<file path="src/sv/dfamc_ram.sv">
module dfamc_ram #(
  parameter int unsigned WIDTH = 8,
  parameter int unsigned DEPTH = 256,
  localparam int unsigned AddrW = (DEPTH > 1) ? $clog2(DEPTH) : 1
) (
  input  logic             clk_i,
  input  logic             en_i,
  input  logic             we_i,
  input  logic [AddrW-1:0] addr_i,
  input  logic [WIDTH-1:0] wdata_i,
  output logic [WIDTH-1:0] rdata_o
);

  logic [WIDTH-1:0] mem [DEPTH];
  logic [WIDTH-1:0] rdata_q;

  // single port, read data held while disabled
  always_ff @(posedge clk_i) begin
    if (en_i) begin
      if (we_i) begin
        mem[addr_i] <= wdata_i;
      end else begin
        rdata_q <= mem[addr_i];
      end
    end
  end

  assign rdata_o = rdata_q;

endmodule
</file>
<file path="config.mk">
export PLATFORM = sky130hd
export DESIGN_NAME = dfamc_ram
export DESIGN_NICKNAME = d
export VERILOG_FILES = /design/src/sv/dfamc_ram.sv
export SDC_FILE = /design/constraint.sdc
export NUM_CORES = 2
export LEC_CHECK = 0
export ABC_CLOCK_PERIOD_IN_PS = 5770
export BUFFER_PORTS_ARGS = -buffer_cell sky130_fd_sc_hd__buf_2
export CAP_MARGIN = 30
export CORE_MARGIN = 5
export CORE_UTILIZATION = 60
export CTS_CLUSTER_DIAMETER = 100
export DETAILED_ROUTE_END_ITERATION = 8
export GPL_TIMING_DRIVEN = 0
export PLACE_DENSITY = 0.76
export SYNTH_ARGS = -nofsm -noshare
export SYNTH_HDL_FRONTEND = slang
export SYNTH_SLANG_ARGS = --single-unit
</file>
<file path="constraint.sdc">
create_clock -name clk_i -period 5.77 [get_ports clk_i]
set_clock_uncertainty 0.05 [all_clocks]
set_input_delay 1.154 -clock clk_i [delete_from_list [all_inputs] [get_ports clk_i]]
set_output_delay 1.154 -clock clk_i [all_outputs]
set_load 0.01 [all_outputs]
</file>
==> results by group <==
Status
  – Status: finished, final reports clean

Placed design
  – Post-detail-place hpwl: 127000 um
  – DP Cell Count: 5317
  – Placer Congestion: 0.993
  – I/O Buffers: 24
  – Area of placed instances: 81300 sq um

Critical path
  – CP Class: in -> reg
  – Critical Path End Type: flip-flop
  – Max Fanout on Critical Path: 10
  – Critical Path AT: 5.79 ns
  – CP startpoint kind: input pin
  – Critical path required time: 6.18 ns

Yosys
  – Commonest cells in the synthesized netlist: 2056 x edfxtp_1, 512 x mux4_2, 259 x nor2_1, 256 x a22oi_1, 143 x clkbuf_1
  – Synth Instances: 3526
  – Post-synthesis sequential area ratio: 78.8%
  – Post-Synth Adder-Cell Area: 0%
  – Warning count from the yosys run: 0
  – Ys async rst share: 0%
  – Cell Area, Synth: 78400 sq um
  – Largest cells by area after synthesis: edfxtp_1 79%, mux4_2 15%, a22oi_1 2.5%, nor2_1 1.2%, a21oi_1 0.82%
  – Most frequent cell after synthesis: edfxtp_1
  – Largest area contributor in the netlist: edfxtp_1
  – Most used flip-flop cell after synthesis: edfxtp_1
  – Synth Area in XOR/XNOR: 0%
  – Syn_area_per_cell: 22.2 sq um
  – Post-synth EDFFs: 2056
  – Yosys top cell area share: 78.8%
  – Mux contribution to synthesized area: 14.7%
  – Largest family of logic cells by synthesized area: multiplexers
  – Post-synthesis compound-gate area fraction: 3.63%
  – FF+latch count, synth: 2056
  – Simple-gate share of the synthesized area: 1.61%
  – Cell variety after synth: 21
  – Post-Syn Nets: 3545

Layout
  – Final instance area: 87700 sq um
  – P&R area growth vs syn: 11.8%
  – Layout Utilization: 67.6%
  – Share of cells above drive strength 1: 23.1%
  – Nets: 3790
  – Final std cells w/o fill: 5684

STA
  – Max frequency: 186 MHz
  – Relative slew slack: 28.4%
  – Total negative setup slack: 0 ns
  – Tmin final: 5.38 ns
  – Worst-Margin Slew: 1.07 ns
  – Period Utilization, post-route: 93.3%
  – Final Hold Vio Count: 0
  – RSZ-0062 raised after global routing: no
  – Final setup violation count: 0
  – Max Slew Vio Count: 0

Die
  – FP Rows: 132
  – Die area: 138000 sq um
  – Initial Utilization: 60.5%
  – Die Span X: 371 um
  – Io pins: 27
  – Core box area: 130000 sq um
  – Die height: 371 um

Worst hold path
  – Hold crit path type: in -> reg

Global route
  – Number of antenna violations at the first check in global routing: 14
  – Vias in the first global route: 39600
  – First-pass GRT wire length: 292000 um
  – Pin count of the biggest net entering global routing: 163
  – Remaining Overflow, GRT: 0
  – Total track usage: 30.6%

Power and ir drop
  – PnR Total Power: 30600 uW
  – Maximum VDD drop: 0.000353 V
  – Leak: 0.0266 uW
  – PwrDens: 349 nW/um^2

Drt
  – Via count: 39700
  – Wire length per cell: 36.4 um
  – DRT Pass-1 Iters: 6
  – Via count normalized by instance count: 6.98
  – DR DRC count: 0
  – Post-route ant nets: 0
  – DR iter-0 viols: 6540
  – Total Wirelength: 207000 um

CTS
  – Setup bufs post-CTS: 0
  – Reg clk slew, reported paths: 0.06 ns
  – Clock Path Buffers: 3
  – CTS tree: done
  – Root buf cell: clkbuf_16
  – Skew-Pair Late Insertion Delay: 0.86 ns
  – Post-CTS Resized: 0
  – H-tree Lvls: 4
  – CTS Sinks: 2056
  – Cts bufs inserted: 193
  – Hold-fix buffers at CTS: 0

Run
  – Max Cap Viol: 0
## final cells by class
class                           instances  area [sq um]
Tap cell                             1742          2180
Multi-Input combinational cell       1245         15600
Timing Repair Buffer                   50           758
Sequential cell                      2056         61700
Fill cell                            7690         42000
Antenna cell                           10          25.0
Clock inverter                        113          1190
Buffer                                225          1030
Clock buffer                          243          5100
## power by group
group          total (uW)  switching, uW  internal (uW)
clock               12700           5520           7150
sequential          16500           9.77          16500
combinational        1430            956            471
## metal layers
metal  vias up  track usage (%)  share of wire (%)
met3       569             10.0                 13
met2      3044             45.9                 47
li1      15500                -                  -
met5         -                0              0.077
met4         4             15.1                6.0
met1     20600             41.3                 34
## state kept, by name, indices dropped and copies added (netlist names)
signal / cells
mem: 2048
rdata_o: 8
## through the flow
step	setup slack, ns	hold WS, ns
after global placement	-0.994	0.967
after detailed placement	-0.238	0.966
after global routing	0.532	0.750
after floorplan	2.27	0.846
final	0.388	0.726
after CTS	0.558	0.748
## cell usage in the layout, fill, tap and decap left out, drive strengths merged, types with 10 or more instances in the layout
cell,synthesis,routed
a21oi,128,128
a22oi,256,256
buf,82,132
bufinv,0,19
clkbuf,143,386
clkinv,0,83
diode,0,10
edfxtp,2056,2056
mux4,512,512
nand2,30,30
nor2,259,259
o41ai,32,32
## cells by family (layout without fill, tap and decap cells)
logic type,count (synthesis),after routing
AOI/OAI and AO/OA,416,416
buffers and inverters,225,631
DFF,2056,2056
muxes,512,512
other,0,10
and+or+nand+nor,317,317
## final timing paths
check	start	end	slack, ns	depth (start not counted)
worst max register to register	mem[175][5]	rdata_o[5]	2.91	5
worst min register to register	mem[247][3]	rdata_o[3]	1.02	5
worst min-delay path	wdata_i[6]	mem[58][6]	0.73	1
worst max-delay path	addr_i[2]	mem[181][2]	0.39	9
## worst max-delay path, stage by stage
cell and delay [ns]:
buf_2 0.14, nor2b_1 0.14, clkbuf_1 0.47, clkbuf_1 0.56, buf_8 0.24, clkbuf_1 0.51, nand2_1 0.82, clkbuf_2 0.82
nor2_1 0.89
(Power assumes the default switching activity.)
